===== src/design/hps_pkg.sv =====
package hps_pkg;

  localparam int MODE_W   = 2;
  localparam int EFFECT_W = 2;
  localparam int COUNT_W  = 8;
  localparam int LEN_W    = 16;
  localparam int STEP_W   = LEN_W + 1;
  localparam int CFG_IDX_W = 2;
  localparam int CFG_W    = 16;

  localparam logic [MODE_W-1:0] MODE_TICK = 2'd0;
  localparam logic [MODE_W-1:0] MODE_PLAY = 2'd1;
  localparam logic [MODE_W-1:0] MODE_STOP = 2'd2;

  localparam logic [EFFECT_W-1:0] EFF_TICK   = 2'd0;
  localparam logic [EFFECT_W-1:0] EFF_WARN   = 2'd1;
  localparam logic [EFFECT_W-1:0] EFF_EXPIRE = 2'd2;

  localparam logic [CFG_IDX_W-1:0] REG_TICK_DUR   = 2'd0;
  localparam logic [CFG_IDX_W-1:0] REG_WARN_DUR   = 2'd1;
  localparam logic [CFG_IDX_W-1:0] REG_EXPIRE_DUR = 2'd2;

  localparam logic [LEN_W-1:0] TICK_DUR_RST   = 16'd30;
  localparam logic [LEN_W-1:0] WARN_DUR_RST   = 16'd80;
  localparam logic [LEN_W-1:0] EXPIRE_DUR_RST = 16'd500;

endpackage


===== src/design/hps_ram.sv =====
module hps_ram #(
  parameter int WIDTH = 17,
  parameter int DEPTH = 32
) (
  input  logic                     clk,
  input  logic                     we,
  input  logic [$clog2(DEPTH)-1:0] waddr,
  input  logic [WIDTH-1:0]         wdata,
  input  logic                     re,
  input  logic [$clog2(DEPTH)-1:0] raddr,
  output logic [WIDTH-1:0]         rdata
);

  logic [WIDTH-1:0] mem [DEPTH];

  always_ff @(posedge clk) begin
    if (we) begin
      mem[waddr] <= wdata;
    end
    if (re) begin
      rdata <= mem[raddr];
    end
  end

endmodule


===== src/design/haptic_pattern_sequencer_top.sv =====
// Channel   Signals                              Transfer when
// input     in_valid, in_ready, mode, effect,    in_valid & in_ready
//           repeat_count, gap_length
// output    out_valid, out_ready, motor_on,      out_valid & out_ready
//           busy_res
// config    wr_en, wr_index, wr_data             wr_en
//
// Tick, stop or unknown mode: IDLE then DELIVER; a tick that ends a step passes
// through START, LOAD and DELIVER, or START and DELIVER when no step is left.
// Play: FILL builds the list, one step position per cycle (up to 4 per unit),
// ending early once all STEP_SLOTS slots are full; the single write port of the
// step memory sets that rate. Then START, LOAD when a step starts, and DELIVER.
// Reset clears the control state; the step memory is not cleared.
// A result waits in the output register; the next item is taken meanwhile.
module haptic_pattern_sequencer_top
  import hps_pkg::*;
#(
  parameter int STEP_SLOTS = 32
) (
  input  logic                 clk,
  input  logic                 rst,
  input  logic                 in_valid,
  output logic                 in_ready,
  input  logic [MODE_W-1:0]    mode,
  input  logic [EFFECT_W-1:0]  effect,
  input  logic [COUNT_W-1:0]   repeat_count,
  input  logic [LEN_W-1:0]     gap_length,
  output logic                 out_valid,
  input  logic                 out_ready,
  output logic                 motor_on,
  output logic                 busy_res,
  input  logic                 wr_en,
  input  logic [CFG_IDX_W-1:0] wr_index,
  input  logic [CFG_W-1:0]     wr_data
);

  localparam int AW = $clog2(STEP_SLOTS);
  localparam int TW = $clog2(STEP_SLOTS + 1);
  localparam logic [TW-1:0] SLOTS_CNT = TW'(STEP_SLOTS);

  typedef enum logic [2:0] {
    ST_IDLE,
    ST_FILL,
    ST_START,
    ST_LOAD,
    ST_DELIVER
  } state_t;

  state_t state;

  logic [LEN_W-1:0]    tick_duration;
  logic [LEN_W-1:0]    warn_duration;
  logic [LEN_W-1:0]    expire_duration;

  logic [TW-1:0]       step_total;
  logic [TW-1:0]       step_index;
  logic [LEN_W-1:0]    time_left;
  logic                motor_level;

  logic [EFFECT_W-1:0] play_effect;
  logic [COUNT_W-1:0]  play_count;
  logic [LEN_W-1:0]    play_gap;
  logic [COUNT_W-1:0]  unit_cnt;
  logic [1:0]          phase;

  logic [1:0]          unit_steps;
  logic                unit_level;
  logic [LEN_W-1:0]    unit_len;
  logic                at_end;
  logic                last_unit;
  logic                list_full;
  logic                push_level;
  logic [LEN_W-1:0]    push_len;
  logic                mem_we;
  logic                mem_re;
  logic [STEP_W-1:0]   mem_rdata;

  always_ff @(posedge clk) begin
    if (rst) begin
      tick_duration   <= TICK_DUR_RST;
      warn_duration   <= WARN_DUR_RST;
      expire_duration <= EXPIRE_DUR_RST;
    end else if (wr_en) begin
      unique case (wr_index)
        REG_TICK_DUR:   tick_duration   <= wr_data;
        REG_WARN_DUR:   warn_duration   <= wr_data;
        REG_EXPIRE_DUR: expire_duration <= wr_data;
        default: ;
      endcase
    end
  end

  always_comb begin
    unit_steps = 2'd0;
    unit_len   = tick_duration;
    case (play_effect)
      EFF_TICK: begin
        unit_steps = 2'd1;
        unit_len   = tick_duration;
      end
      EFF_WARN: begin
        unit_steps = 2'd3;
        unit_len   = warn_duration;
      end
      EFF_EXPIRE: begin
        unit_steps = 2'd1;
        unit_len   = expire_duration;
      end
      default: ;
    endcase
    unit_level = !(play_effect == EFF_WARN && phase == 2'd1);
    at_end     = (phase == unit_steps);
    last_unit  = ({1'b0, unit_cnt} + 9'd1) == {1'b0, play_count};
    list_full  = (step_total == SLOTS_CNT);
    push_len   = at_end ? play_gap : unit_len;
    push_level = at_end ? 1'b0 : unit_level;
    mem_we     = (state == ST_FILL) && !list_full && !(at_end && last_unit)
                 && (push_len != '0);
    mem_re     = (state == ST_START) && (step_index < step_total);
  end

  hps_ram #(
    .WIDTH (STEP_W),
    .DEPTH (STEP_SLOTS)
  ) u_step_store (
    .clk   (clk),
    .we    (mem_we),
    .waddr (step_total[AW-1:0]),
    .wdata ({push_level, push_len}),
    .re    (mem_re),
    .raddr (step_index[AW-1:0]),
    .rdata (mem_rdata)
  );

  assign in_ready = (state == ST_IDLE);

  always_ff @(posedge clk) begin
    if (rst) begin
      state       <= ST_IDLE;
      step_total  <= '0;
      step_index  <= '0;
      time_left   <= '0;
      motor_level <= 1'b0;
      out_valid   <= 1'b0;
    end else begin
      if (out_valid && out_ready && state != ST_DELIVER) begin
        out_valid <= 1'b0;
      end
      unique case (state)
        ST_IDLE: begin
          if (in_valid) begin
            unique case (mode)
              MODE_TICK: begin
                if (time_left != '0) begin
                  time_left <= time_left - 16'd1;
                  state     <= (time_left == 16'd1) ? ST_START : ST_DELIVER;
                end else begin
                  state <= ST_DELIVER;
                end
              end
              MODE_PLAY: begin
                step_total  <= '0;
                step_index  <= '0;
                time_left   <= '0;
                motor_level <= 1'b0;
                play_effect <= effect;
                play_count  <= repeat_count;
                play_gap    <= gap_length;
                unit_cnt    <= '0;
                phase       <= 2'd0;
                state       <= (repeat_count == '0) ? ST_START : ST_FILL;
              end
              MODE_STOP: begin
                step_total  <= '0;
                step_index  <= '0;
                time_left   <= '0;
                motor_level <= 1'b0;
                state       <= ST_DELIVER;
              end
              default: state <= ST_DELIVER;
            endcase
          end
        end
        ST_FILL: begin
          if (mem_we) begin
            step_total <= step_total + TW'(1);
          end
          if (list_full || (at_end && last_unit)) begin
            state <= ST_START;
          end else if (at_end) begin
            unit_cnt <= unit_cnt + 8'd1;
            phase    <= 2'd0;
          end else begin
            phase <= phase + 2'd1;
          end
        end
        ST_START: begin
          if (step_index < step_total) begin
            state <= ST_LOAD;
          end else begin
            motor_level <= 1'b0;
            time_left   <= '0;
            state       <= ST_DELIVER;
          end
        end
        ST_LOAD: begin
          motor_level <= mem_rdata[STEP_W-1];
          time_left   <= mem_rdata[LEN_W-1:0];
          step_index  <= step_index + TW'(1);
          state       <= ST_DELIVER;
        end
        ST_DELIVER: begin
          if (!out_valid || out_ready) begin
            out_valid <= 1'b1;
            motor_on  <= motor_level;
            busy_res  <= (step_index < step_total);
            state     <= ST_IDLE;
          end
        end
        default: state <= ST_IDLE;
      endcase
    end
  end

  a_index_within_total: assert property (@(posedge clk) disable iff (rst)
    step_index <= step_total)
    else $error("step index beyond stored steps");

  a_total_within_slots: assert property (@(posedge clk) disable iff (rst)
    step_total <= SLOTS_CNT)
    else $error("step count beyond slot count");

  a_idle_motor_off: assert property (@(posedge clk) disable iff (rst)
    (state == ST_IDLE && time_left == '0) |-> !motor_level)
    else $error("motor on with no running step");

  a_load_after_start: assert property (@(posedge clk) disable iff (rst)
    (state == ST_LOAD) |-> ($past(state) == ST_START && $past(mem_re)))
    else $error("step load without memory read");

endmodule


===== config.mk =====
export PLATFORM = sky130hd
export DESIGN_NAME = haptic_pattern_sequencer_top
export DESIGN_NICKNAME = d
export VERILOG_FILES = /design/src/design/hps_pkg.sv /design/src/design/hps_ram.sv /design/src/design/haptic_pattern_sequencer_top.sv
export SDC_FILE = /design/constraint.sdc
export NUM_CORES = 1
export LEC_CHECK = 0
export BUFFER_PORTS_ARGS = -buffer_cell sky130_fd_sc_hd__buf_4
export CAP_MARGIN = 20
export CORE_MARGIN = 3
export CORE_UTILIZATION = 30
export CTS_CLUSTER_DIAMETER = 100
export DETAILED_ROUTE_END_ITERATION = 7
export SLEW_MARGIN = 25
export SYNTH_ARGS = -nofsm -noshare
export SYNTH_HDL_FRONTEND = slang
export SYNTH_SLANG_ARGS = --single-unit

===== constraint.sdc =====
create_clock -name clk -period 5 [get_ports clk]
set_clock_uncertainty 0.05 [all_clocks]
set_input_delay 0.75 -clock clk [delete_from_list [all_inputs] [get_ports clk]]
set_output_delay 0.75 -clock clk [all_outputs]
set_load 0.01 [all_outputs]

==> results by group <==
Run status
  • Status: finished, final reports clean

Yosys
  • Ys async rst share: 0%
  • Yosys top cell by area: edfxtp_1
  • Netlist cell types: 61
  • Dominant cell by count in the synthesized netlist: edfxtp_1
  • Synthesis-stage register bit count: 680
  • EDFF count, synth: 599
  • Synth Instances: 1519
  • Sequential share of the synthesized area: 71.6%
  • Area share of the largest cell type after synthesis: 65.7%
  • Primary FF master, synth: edfxtp_1
  • Average size of a mapped cell: 18.0 µm²
  • Synth Cell Area: 27400 µm²
  • Post-synth top cells: edfxtp_1, mux4_2, nand2_1
  • Synth area leaders: edfxtp_1, mux4_2, dfxtp_1
  • Syn Nets: 1591
  • Synth Warn #: 0

Cells and area
  • Final Core Density: 34.6%
  • Layout Nets: 1645
  • Area grow syn2layout: 14.3%
  • Cell area after layout: 31300 µm²
  • Layout cell share with drive strength beyond 1: 24.1%

Placed design
  • PortBufs: 54
  • Routability-driven placement congestion ratio: 0.826
  • Setup Slack @ Placement: 0.907 ns
  • Final HPWL DP: 40600 µm
  • Placed Area: 29000 µm²

Timing
  • Max-slew violations: 0
  • Hold Fails Final Rpt: 0
  • Setup Viol. Count Final: 0
  • RSZ-0062 raised after global routing: false
  • Total Neg Setup Slack: 0 ns
  • Post-route setup slack: 0.905 ns
  • Max-Slew Margin vs Limit: 33.4%
  • Fin crit share: 81.9%
  • Worst-Margin Slew: 0.991 ns
  • Peak Freq: 244 MHz
  • Post-layout min period: 4.10 ns

Clocking
  • CTS Buf Count: 69
  • CTS sink cnt: 680
  • CTS H-Tree Depth: 3
  • Reg clk slew, reported paths: 0.06 ns
  • Clk_lat worst skew: 0.60 ns
  • Clock buffer depth: 3
  • Post-CTS setup buffer count: 0
  • CTS tree: built
  • Root buf cell: clkbuf_16
  • Quantity of hold-fixing buffers added after cts: 0
  • Resize count post-CTS: 0

Critical path
  • Crit-path max FO: 37
  • CP startpoint kind: flip-flop
  • CP dominant cell by count: and3_1
  • Slowest CP cell: and3_1
  • CP Capture Type: flip-flop
  • Crit-path leading delay family: simple AND/OR/NAND/NOR gates
  • Critical Path Max Stage Delay: 0.85 ns
  • Worst reg-to-reg setup slack: 0.90 ns
  • Critical Path AT: 4.26 ns
  • Crit Path Class: reg -> reg
  • Crit path cell chain: inv_1 -> ha_1 -> nand2_1 -> o21ai_0 -> nor4_1 -> and3_1 -> a21oi_1 -> and2_4 -> and3_1
  • Required @ worst endpoint: 5.16 ns
  • CP bufs+invs: 1

Floorplan
  • Row count: 110
  • I/O pin count: 55
  • Initial Utilization: 30.3%
  • Area of the die: 94900 µm²
  • CORE AREA: 90300 µm²
  • Die height: 308 µm
  • Chip Width: 308 µm

Detailed routing
  • Post-route ant nets: 0
  • Vias per cell: 5.09
  • Via count: 14300
  • Routed len/inst: 23.6 µm
  • Post-route DRC: 0
  • TritonRoute pass-1 iters: 6
  • Drt first-iter violations: 1704
  • Final wirelength: 66200 µm

Run
  • Max-cap violations: 0

Global routing
  • Most used routing layer in global routing: met2
  • Vias in the first global route: 14400
  • Largest net degree at the start of global routing: 140
  • Total track usage: 13.9%
  • Met2 Usage GRT: 21.9%
  • Met3 usage: 2.40%
  • First-pass GRT wire length: 97000 µm
  • Initial antenna violation count: 6
  • GRT overflow: 0
  • Met1 Track Usage GR: 19.5%

Power and ir drop
  • Total Power: 11.9 mW
  • Pwr/cell area: 379 nW/µm²
  • Peak supply drop: 214 µV
  • P_leak: 9.77 nW

Min path
  • Hold Crit Class: in -> reg
==> cell type report <==
cell class | count | area (µm²)
diodes | 2 | 5.00
clock buffers | 83 | 1870
clock inverters | 39 | 319
fillers | 8392 | 59000
inverters | 14 | 52.6
multi-input cells | 741 | 7380
flip-flops and latches | 680 | 19600
well taps | 1176 | 1470
repair buffers | 67 | 556
==> cells in the final DEF, fill, tap and decap left out, types with 10 or more instances in the layout <==
cell and count:
dfxtp_1 77, mux2_2 33, o21ai_0 27, and3_1 39, buf_4 62, xnor2_1 15
a21oi_1 62, edfxtp_1 599, nor2_1 52, nor4_1 10, mux4_2 170, inv_1 14
xor2_1 10, ha_1 21, nand3_1 13, clkinv_2 14, clkinv_1 13, clkbuf_16 73
a22oi_1 17, nand3b_1 14, nor3_1 23, nand2_1 148
==> worst paths after layout <==
kind,cells past startpoint,to,from
worst max-delay path,9,u_step_store.mem[4][6],play_effect[0]
worst min-delay path,1,play_gap[8],gap_length[8]
worst max register to register,9,u_step_store.mem[4][6],play_effect[0]
worst min register to register,0,motor_on,motor_level
==> logic make-up (layout without fill, tap and decap cells) <==
logic type	Yosys count	count (layout)	share of synthesized area (%)
AOI/OAI and AO/OA	147	147	3.40
xor gates and xnor gates	27	27	0.946
adders and majority gates	21	21	0.960
buffers and inverters	98	203	1.55
DFF	680	680	71.6
muxes	205	205	15.4
other	0	2	0
and+or+nand+nor	341	341	6.10
==> registers in the layout, indices dropped and copies added, names as in the netlist, 2 cells and up <==
| name | flops |
|---|---|
| play_effect | 2 |
| u_step_store.rdata | 17 |
| expire_duration | 16 |
| step_index | 6 |
| state | 3 |
| play_count | 8 |
| time_left | 16 |
| play_gap | 16 |
| tick_duration | 16 |
| u_step_store.mem | 544 |
| warn_duration | 16 |
| unit_cnt | 8 |
| step_total | 6 |
| phase | 2 |
==> report_power, final <==
group,total [mW],switching (mW),internal (mW)
sequential,6.29,0.0486,6.25
clock,5.00,2.11,2.88
combinational,0.572,0.378,0.194
total,11.9,2.54,9.32
==> routing by layer <==
metal | vias to the layer above | part of all wire, %
li1 | 6176 | -
met1 | 7420 | 43
met2 | 591 | 47
met3 | 84 | 7.5
met4 | 0 | 2.5
met5 | - | 0
==> metrics by stage <==
stage                     hold WS, ns  instances
final                           0.278       2802
after global routing            0.252       2802
after CTS                       0.237       2799
after detailed placement        0.376       2677
after global placement          0.374       2675
after floorplan                 0.352       1519
==> worst register-to-register path, delay by kind of cell (launching register included) <==
family / cells / cell delay, ns
AOI/OAI and AO/OA: 2 / 0.58
DFF: 1 / 0.42
and+or+nand+nor: 5 / 1.79
buffers and inverters: 1 / 0.06
adders and majority gates: 1 / 0.80
Note: power is estimated with default switching activity, not from simulation.
